===== config.mk =====
export PLATFORM = sky130hd
export DESIGN_NAME = txcon_ctrl
export DESIGN_NICKNAME = d
export VERILOG_FILES = /design/src/sv/txcon_pkg.sv /design/src/sv/txcon_ctrl.sv
export SDC_FILE = /design/constraint.sdc
export NUM_CORES = 1
export LEC_CHECK = 0
export BUFFER_PORTS_ARGS = -buffer_cell sky130_fd_sc_hd__buf_2
export CAP_MARGIN = 20
export CELL_PAD_IN_SITES_DETAIL_PLACEMENT = 1
export CELL_PAD_IN_SITES_GLOBAL_PLACEMENT = 2
export CORE_MARGIN = 2
export CORE_UTILIZATION = 24
export CTS_BUF_LIST = sky130_fd_sc_hd__clkbuf_4
export CTS_CLUSTER_DIAMETER = 200
export DETAILED_ROUTE_END_ITERATION = 10
export GPL_ROUTABILITY_DRIVEN = 0
export GPL_TIMING_DRIVEN = 0
export PLACE_DENSITY = 0.78
export SYNTH_ARGS = -nofsm -noshare
export SYNTH_HDL_FRONTEND = slang
export SYNTH_SLANG_ARGS = --single-unit

===== constraint.sdc =====
create_clock -name clock -period 1.65 [get_ports clock]
set_input_delay 0.33 -clock clock [delete_from_list [all_inputs] [get_ports clock]]
set_output_delay 0.33 -clock clock [all_outputs]
set_load 0.02 [all_outputs]

===== src/sv/txcon_pkg.sv =====
`timescale 1ns / 1ps
// shared constants, codes, tables and command/status types of the text console writer
package txcon_pkg;

   // screen geometry
   localparam int COLUMNS    = 80;
   localparam int ROWS       = 25;
   localparam int TAB_WIDTH  = 8;
   localparam int CELL_COUNT = COLUMNS * ROWS;

   // transaction field widths
   localparam int FUNC_W  = 2;
   localparam int CHAR_W  = 8;
   localparam int IDX_W   = 11;
   localparam int POS_W   = 11;
   localparam int COLOR_W = 8;
   localparam int CELL_W  = COLOR_W + CHAR_W;

   // internal widths
   localparam int ADDR_W = $clog2(CELL_COUNT);
   localparam int COL_W  = $clog2(COLUMNS);
   localparam int ROW_W  = $clog2(ROWS);
   localparam int COLX_W = $clog2(COLUMNS + TAB_WIDTH);
   localparam int ROWX_W = $clog2(ROWS + 1);

   // function codes
   localparam logic [FUNC_W-1:0] FUNC_PUT   = 2'd0;
   localparam logic [FUNC_W-1:0] FUNC_READ  = 2'd1;
   localparam logic [FUNC_W-1:0] FUNC_CLEAR = 2'd2;

   // control characters
   localparam logic [CHAR_W-1:0] CH_BACKSPACE = 8'h08;
   localparam logic [CHAR_W-1:0] CH_TAB       = 8'h09;
   localparam logic [CHAR_W-1:0] CH_LINEFEED  = 8'h0A;
   localparam logic [CHAR_W-1:0] CH_RETURN    = 8'h0D;
   localparam logic [CHAR_W-1:0] CH_SPACE     = 8'h20;

   localparam logic [COLOR_W-1:0] COLOR_RESET = 8'h07;

   // next tab stop for every column, built at elaboration
   typedef logic [COLX_W-1:0] tab_stop_type [COLUMNS];

   function automatic tab_stop_type make_tab_stops();
      tab_stop_type stops;
      for (int i = 0; i < COLUMNS; i++) begin
         stops[i] = COLX_W'((i / TAB_WIDTH + 1) * TAB_WIDTH);
      end
      return stops;
   endfunction

   localparam tab_stop_type TAB_STOP = make_tab_stops();

   // controller to datapath
   typedef struct packed {
      logic load_item;
      logic exec;
      logic sweep_start;
      logic sweep_run;
      logic rsp_load;
   } dp_cmd_type;

   // datapath to controller
   typedef struct packed {
      logic [FUNC_W-1:0] func;
      logic              scroll;
      logic              sweep_last;
   } dp_status_type;

endpackage


===== src/sv/txcon_ctrl.sv =====
`timescale 1ns / 1ps
// controller: transaction sequencing state machine and response valid flag
module txcon_ctrl (
   input  logic                     clock,
   input  logic                     reset,
   input  logic                     req_valid,
   output logic                     req_ready,
   output logic                     rsp_valid,
   input  logic                     rsp_ready,
   output txcon_pkg::dp_cmd_type    cmd,
   input  txcon_pkg::dp_status_type status
);
   import txcon_pkg::*;

   typedef enum logic [3:0] {
      ST_IDLE    = 4'b0001,
      ST_DECODE  = 4'b0010,
      ST_SWEEP   = 4'b0100,
      ST_RESPOND = 4'b1000
   } state_type;

   state_type state_ff, state_in;
   logic      rsp_valid_ff, rsp_valid_in;
   logic      rsp_free;
   logic      finish;

   assign rsp_free = !rsp_valid_ff || rsp_ready;

   always_comb begin
      state_in = state_ff;
      cmd      = '0;
      finish   = 1'b0;
      unique case (state_ff)
         ST_IDLE: begin
            if (req_valid) begin
               cmd.load_item = 1'b1;
               state_in      = ST_DECODE;
            end
         end
         ST_DECODE: begin
            cmd.exec = 1'b1;
            if (((status.func == FUNC_PUT) && status.scroll) ||
                (status.func == FUNC_CLEAR)) begin
               cmd.sweep_start = 1'b1;
               state_in        = ST_SWEEP;
            end else if (status.func == FUNC_READ) begin
               state_in = ST_RESPOND;
            end else begin
               finish = 1'b1;
            end
         end
         ST_SWEEP: begin
            cmd.sweep_run = 1'b1;
            if (status.sweep_last) begin
               state_in = ST_RESPOND;
            end
         end
         ST_RESPOND: finish = 1'b1;
         default:    state_in = ST_IDLE;
      endcase
      if (finish) begin
         if (rsp_free) begin
            cmd.rsp_load = 1'b1;
            state_in     = ST_IDLE;
         end else begin
            state_in = ST_RESPOND;
         end
      end
   end

   always_comb begin
      rsp_valid_in = rsp_valid_ff;
      if (cmd.rsp_load) begin
         rsp_valid_in = 1'b1;
      end else if (rsp_ready) begin
         rsp_valid_in = 1'b0;
      end
   end

   always_ff @(posedge clock) begin
      if (reset) begin
         state_ff     <= ST_IDLE;
         rsp_valid_ff <= 1'b0;
      end else begin
         state_ff     <= state_in;
         rsp_valid_ff <= rsp_valid_in;
      end
   end

   assign req_ready = (state_ff == ST_IDLE);
   assign rsp_valid = rsp_valid_ff;

   // an accepted transaction is decoded in the next cycle
   a_accept_decode : assert property (@(posedge clock) disable iff (reset)
      req_valid && req_ready |=> state_ff == ST_DECODE)
      else $error("accepted transaction not decoded");

   // the sweep ends on its last cell and hands over to the response
   a_sweep_end : assert property (@(posedge clock) disable iff (reset)
      (state_ff == ST_SWEEP) && status.sweep_last |=> state_ff == ST_RESPOND)
      else $error("sweep overran its last cell");

endmodule

==> flow_summary_export.csv, run 1 <==
group,metric,value,unit
global_route,grt_pass1_wl,1380,um
worst_setup_path,startpoint_type,"register",
yosys,ys_seq_area_frac,0.317,
yosys,synth_top_family_by_area,"simple AND/OR/NAND/NOR gates",
cells_and_area,fin_area,526,um^2
worst_setup_path,crit_chain,"and2b_1 > nand2_1 > a21boi_4 > buf_6",
global_route,grt_pass1_vias,344,
sta,period_needed,1.58,ns
drt,drt-initial-drc-count,0,
yosys,netlist_top_cells_area,"dfxtp_1, nor4b_2, nand3b_1, a21boi_4, and2b_1",
sta,finalMaxSlewViolations,0,
cells_and_area,fin_nets,69,
clock_network,h-tree-depth,1,
yosys,synth_compound_area_frac,0.218,
sta,timing.final.crit_share,0.960,
run_status,status,"completed",
worst_setup_path,r2r_setup_slack,0.34,ns
global_route,grt_max_degree,6,
worst_setup_path,worstPathBufferInverterCount,1,
floorplanning,die_area,1620,um^2
floorplanning,io_pins,15,
clock_network,root_buffer,"clkbuf_4",
yosys,yosys.area_share.simple,0.405,
drt,vias,337,
yosys,synth_edf_count,0,
clock_network,clkSlewWorstSetupHoldPaths,0.04,ns
worst_setup_path,crit_fanout,4,
worst_setup_path,worstRegToRegCells,6,
sta,finalHoldViolCount,0,
power_and_ir_drop,peakVddDrop,378,uV
sta,fin_hold_ws,0.299,ns
worst_setup_path,rr_endpoint,"state_ff[3]",
worst_setup_path,critPathLaunch,"state_ff[1]",
global_route,antenna_found_initial,0,
yosys,netlist_area,315,um^2
run,max_cap_viol_count,0,
yosys,synth-async-reset-ratio,0,
worst_hold_path,min_path_cells,2,
yosys,synth_top_area_frac,0.317,
yosys,syn_avg_cell_area,8.52,um^2
place,hpwl,597,um
yosys,synth.most_common_cell,"dfxtp_1",
sta,tightest_slew,0.352,ns
yosys,muxShareOfSynthArea,0,
yosys,synthXorXnorAreaFrac,0,
place,place_area,404,um^2
clock_network,cts.sinks,5,
global_route,grt_remaining_overflow,0,
cells_and_area,drive_above_1_share,0.617,
yosys,synth.distinct_cells,22,
sta,rsz0062_at_grt,"false",
worst_setup_path,crit_family,"flip-flops",
yosys,yosys_register_bits,5,
floorplanning,die_y,40.2,um
place,dp_slack,0.0996,ns
worst_setup_path,slowest_stage,"dfxtp_4",
worst_setup_path,crit_path_end,"cmd[0]",
yosys,yosysWarnings,0,
drt,wire_per_inst,11.2,um
sta,relSlewSlack,0.763,
sta,fin_skew,0.000320,ns
worst_setup_path,end_kind,"output port",
global_route,track_usage,0.138,
clock_network,cts_tree,"yes",
worst_hold_path,hold_path.class,"input port to register",
yosys,synthAdderAreaFrac,0,
drt,finalWirelength,842,um
yosys,synth_common_cells,"dfxtp_1, nor2_1, nand3b_1",
worst_hold_path,min_from,"reset",
cells_and_area,area.growth.synth_to_final,66.7,%
drt,viasPerCell,4.49,
yosys,synthCells,37,
floorplanning,initial_core_util,0.249,
place,port_buffers,14,
worst_setup_path,cp.depth,4,
clock_network,cts-hold-fix-buffers,0,
drt,drc,0,
drt,dr.pass1.iters,1,
worst_setup_path,rr_startpoint,"state_ff[1]",
drt,ant_nets,0,
sta,setup_viol,0,
floorplanning,rows,13,
clock_network,cts_buffer_depth,2,
worst_setup_path,critPathRequiredTime,1.32,ns
yosys,syn_nets,45,
floorplanning,core,1270,um^2
worst_setup_path,crit_type,"register to output port",
clock_network,cts_buffers,3,
sta,timing.final.ws_setup,0.0659,ns
yosys,yosysTopAreaCell,"dfxtp_1",
sta,setup_tns,0,ns
cells_and_area,n_antenna_cell,0,
sta,fmax,631,MHz
yosys,synth-main-ff-cell,"dfxtp_1",
clock_network,clk_latency,0.24,ns
worst_setup_path,cpPeakStageDelay,0.35,ns
power_and_ir_drop,p_leak,0.263,nW
worst_setup_path,cp.arrival,1.25,ns
floorplanning,fp.dieW,40.2,um
power_and_ir_drop,power.density,782,nW/um^2
[worst min path at each step]
stage | endpoint
after floorplan | rsp_valid
after global placement | state_ff[3]
after detailed placement | state_ff[3]
after CTS | state_ff[3]
after global routing | state_ff[3]
final | state_ff[3]
[through the flow]
| stage | utilization | cells | power (W) |
|---|---|---|---|
| final | 0.414 | 75 | 0.000411 |
| after detailed placement | 0.319 | 66 | 0.000212 |
| after CTS | 0.404 | 74 | 0.000418 |
| after global placement | 0.319 | 66 | 0.000211 |
| after floorplan | - | 37 | 0.000184 |
| after global routing | 0.414 | 75 | 0.000435 |
[metal layers]
layer / part of all wire / global-route usage / vias up
met5: 0 / 0 / -
met4: 0 / 0.100 / 0
met3: 0.014 / 0.0333 / 0
met2: 0.58 / 0.238 / 5
met1: 0.40 / 0.143 / 161
li1: - / - / 171
[layout by cell type (no fill, tap or decap), drive strengths merged]
| master | count |
|---|---|
| a21boi | 1 |
| a21oi | 2 |
| a31oi | 1 |
| and2 | 2 |
| and2b | 2 |
| buf | 20 |
| clkbuf | 4 |
| dfxtp | 5 |
| inv | 3 |
| nand2 | 2 |
| nand2b | 1 |
| nand3 | 1 |
| nand3b | 3 |
| nor2 | 4 |
| nor2b | 1 |
| nor3 | 1 |
| nor4b | 2 |
| o21a | 1 |
| o21ai | 3 |
| o21bai | 1 |
[power by group]
group / switching [W] / total, W / internal [W]
registers: 0.0000101 / 0.000139 / 0.000128
clock network: 0.0000483 / 0.000156 / 0.000108
logic: 0.0000502 / 0.000117 / 0.0000664
total: 0.000109 / 0.000411 / 0.000303
[final cells by class]
cell class | instances | area, um^2
inverters | 3 | 11.3
fillers | 160 | 743
well taps | 15 | 18.8
repair buffers | 20 | 128
clock buffers | 4 | 30.0
multi-input cells | 28 | 230
flip-flops and latches | 5 | 108
[flip-flops by register name, summed over array words and instances (netlist names)]
register / flops
state_ff: 4
rsp_valid: 1
[worst reg2reg max path, cell delays in order, from the launching register on]
cell and delay [ns]:
dfxtp_4 0.36, and2b_1 0.20, nand2_1 0.14, a21boi_4 0.08, buf_4 0.13, buf_4 0.12
nor4b_2 0.19
[logic make-up after synthesis]
family | Yosys count
flip-flops | 5
AND/OR/NAND/NOR | 19
buffers and inverters | 4
AO/OA/AOI/OAI | 9
[repair_timing]
item                       4_1_cts  5_1_grt
buffers inserted                 6        1
setup endpoints to repair        2        1
pin swaps                        4        1
gates resized for setup         15        1
(Power assumes the default switching activity.)
==> run 2: changes to the inputs <==
--- a/config.mk
+++ b/config.mk
@@ -9,7 +9,7 @@
 export CAP_MARGIN = 20
 export CELL_PAD_IN_SITES_DETAIL_PLACEMENT = 1
 export CELL_PAD_IN_SITES_GLOBAL_PLACEMENT = 2
-export CORE_MARGIN = 2
+export CORE_MARGIN = 4
 export CORE_UTILIZATION = 24
 export CTS_BUF_LIST = sky130_fd_sc_hd__clkbuf_4
 export CTS_CLUSTER_DIAMETER = 200
==> constraint.sdc (replaced) <==
create_clock -name clock -period 1.8 [get_ports clock]
set_input_delay 0.36 -clock clock [delete_from_list [all_inputs] [get_ports clock]]
set_output_delay 0.36 -clock clock [all_outputs]
set_load 0.02 [all_outputs]
==> flow_summary_export.csv, run 2 (synthesis results as in run 1) <==
group,metric,value,unit
worst_setup_path,critPathRequiredTime,1.44,ns
floorplanning,rows,12,
sta,fin_skew,0.00113,ns
sta,timing.final.crit_share,0.964,
sta,finalHoldViolCount,0,
sta,setup_tns,0,ns
power_and_ir_drop,p_leak,0.238,nW
floorplanning,io_pins,15,
global_route,grt_pass1_wl,1320,um
worst_hold_path,hold_path.class,"input port to register",
worst_setup_path,crit_type,"register to output port",
power_and_ir_drop,combPwrFrac,0.225,
floorplanning,die_area,1960,um^2
power_and_ir_drop,clkPwrFrac,0.411,
floorplanning,core,1170,um^2
worst_setup_path,end_kind,"output port",
floorplanning,fp.dieW,44.2,um
cells_and_area,largest_reg_flops,4,
place,port_buffers,14,
global_route,track_usage,0.0929,
drt,drt-initial-drc-count,1,
power_and_ir_drop,peakVddDrop,335,uV
worst_setup_path,startpoint_type,"register",
cells_and_area,area.growth.synth_to_final,48.4,%
power_and_ir_drop,p_sw_frac,0.262,
power_and_ir_drop,power.internal,0.000254,W
cells_and_area,drive_above_1_share,0.554,
sta,tightest_slew,0.264,ns
clock_network,clkSlewWorstSetupHoldPaths,0.04,ns
clock_network,cts_tree,"yes",
cells_and_area,postLayoutCoreUtil,0.400,
drt,viasPerCell,4.61,
place,place_area,403,um^2
cells_and_area,fin_nets,65,
drt,drc,0,
global_route,grt_max_degree,6,
cells_and_area,fin_area,468,um^2
sta,fin_hold_ws,0.336,ns
power_and_ir_drop,power_frac_seq,0.364,
cells_and_area,top_register,"state_ff",
sta,relSlewSlack,0.824,
clock_network,cts-hold-fix-buffers,0,
place,hpwl,639,um
sta,period_needed,1.73,ns
drt,vias,323,
floorplanning,initial_core_util,0.269,
global_route,antenna_found_initial,0,
global_route,grt_remaining_overflow,0,
power_and_ir_drop,power,0.000343,W
worst_setup_path,critPathLaunch,"state_ff[1]",
drt,dr.pass1.iters,2,
worst_setup_path,rr_startpoint,"state_ff[1]",
worst_setup_path,crit_fanout,4,
sta,fmax,576,MHz
clock_network,cts_buffers,3,
global_route,grt_pass1_vias,316,
drt,ant_nets,0,
run_status,status,"completed",
cells_and_area,most-common-layout-cells,"buf_2, clkbuf_4, nor2_1, nand3b_1, buf_4",
worst_setup_path,cp.arrival,1.37,ns
cells_and_area,final_common_cell,"buf_2",
drt,wire_per_inst,11.2,um
clock_network,root_buffer,"clkbuf_4",
clock_network,clk_latency,0.24,ns
worst_hold_path,min_from,"reset",
clock_network,cts.sinks,5,
floorplanning,die_y,44.2,um
cells_and_area,n_antenna_cell,0,
clock_network,cts_buffer_depth,2,
run,max_cap_viol_count,0,
drt,finalWirelength,784,um
worst_setup_path,r2r_setup_slack,0.62,ns
power_and_ir_drop,switchingPower,0.0000898,W
sta,finalMaxSlewViolations,0,
clock_network,h-tree-depth,1,
power_and_ir_drop,power.density,734,nW/um^2
sta,setup_viol,0,
-- run 2: path summary, 6_finish.rpt --
path	endpoint	cells past startpoint
worst min register to register	state_ff[3]	1
worst max register to register	state_ff[3]	5
worst min-delay path	state_ff[3]	2
worst max-delay path	cmd[0]	7
-- run 2: timing repair --
item	in CTS	in global routing
setup endpoints to repair	1	2
gates resized for setup	3	6
setup buffers	0	1
pin swaps	0	2
cloned	0	0
hold endpoints to repair	0	0
-- run 2: stage by stage --
stage / worst slack (ns) / std cells
floorplan: 0.165 / 37
finish: 0.0654 / 70
global placement: 0.191 / 65
CTS: 0.00226 / 69
detailed placement: 0.202 / 65
global route: -0.0106 / 70
-- run 2: final cells by class --
class | instances | area [um^2]
tap | 14 | 17.5
clock buffer | 4 | 30.0
inverter | 3 | 11.3
sequential | 5 | 106
fill | 151 | 703
buffer | 1 | 7.51
timing repair buffer | 15 | 80.1
multi-input combinational | 28 | 215
-- run 2: layer usage --
| layer | vias up | routed length [um] | track usage | part of all wire |
|---|---|---|---|---|
| li1 | 165 | - | - | - |
| met1 | 150 | 352 | 0.101 | 0.45 |
| met2 | 6 | 396 | 0.151 | 0.51 |
| met3 | 2 | 20 | 0.0244 | 0.026 |
| met4 | 0 | 15 | 0.0723 | 0.019 |
| met5 | - | 0 | 0 | 0 |
-- run 2: power groups by stage --
stage | logic, W | registers (W) | clock network, W
2_1_floorplan | 0.0000453 | 0.000124 | 0
3_3_place_gp | 0.0000693 | 0.000125 | 0
3_5_place_dp | 0.0000696 | 0.000125 | 0
4_1_cts | 0.0000720 | 0.000124 | 0.000148
5_1_grt | 0.0000852 | 0.000127 | 0.000154
6_report | 0.0000772 | 0.000125 | 0.000141
-- run 2: critical path, cell delays in order, from the launching register on --
cell and delay (ns):
dfxtp_4 0.36, nor2b_4 0.17, nand2_2 0.07, inv_2 0.06, o21ai_2 0.07, a21boi_4 0.16
buf_4 0.12, buf_4 0.12
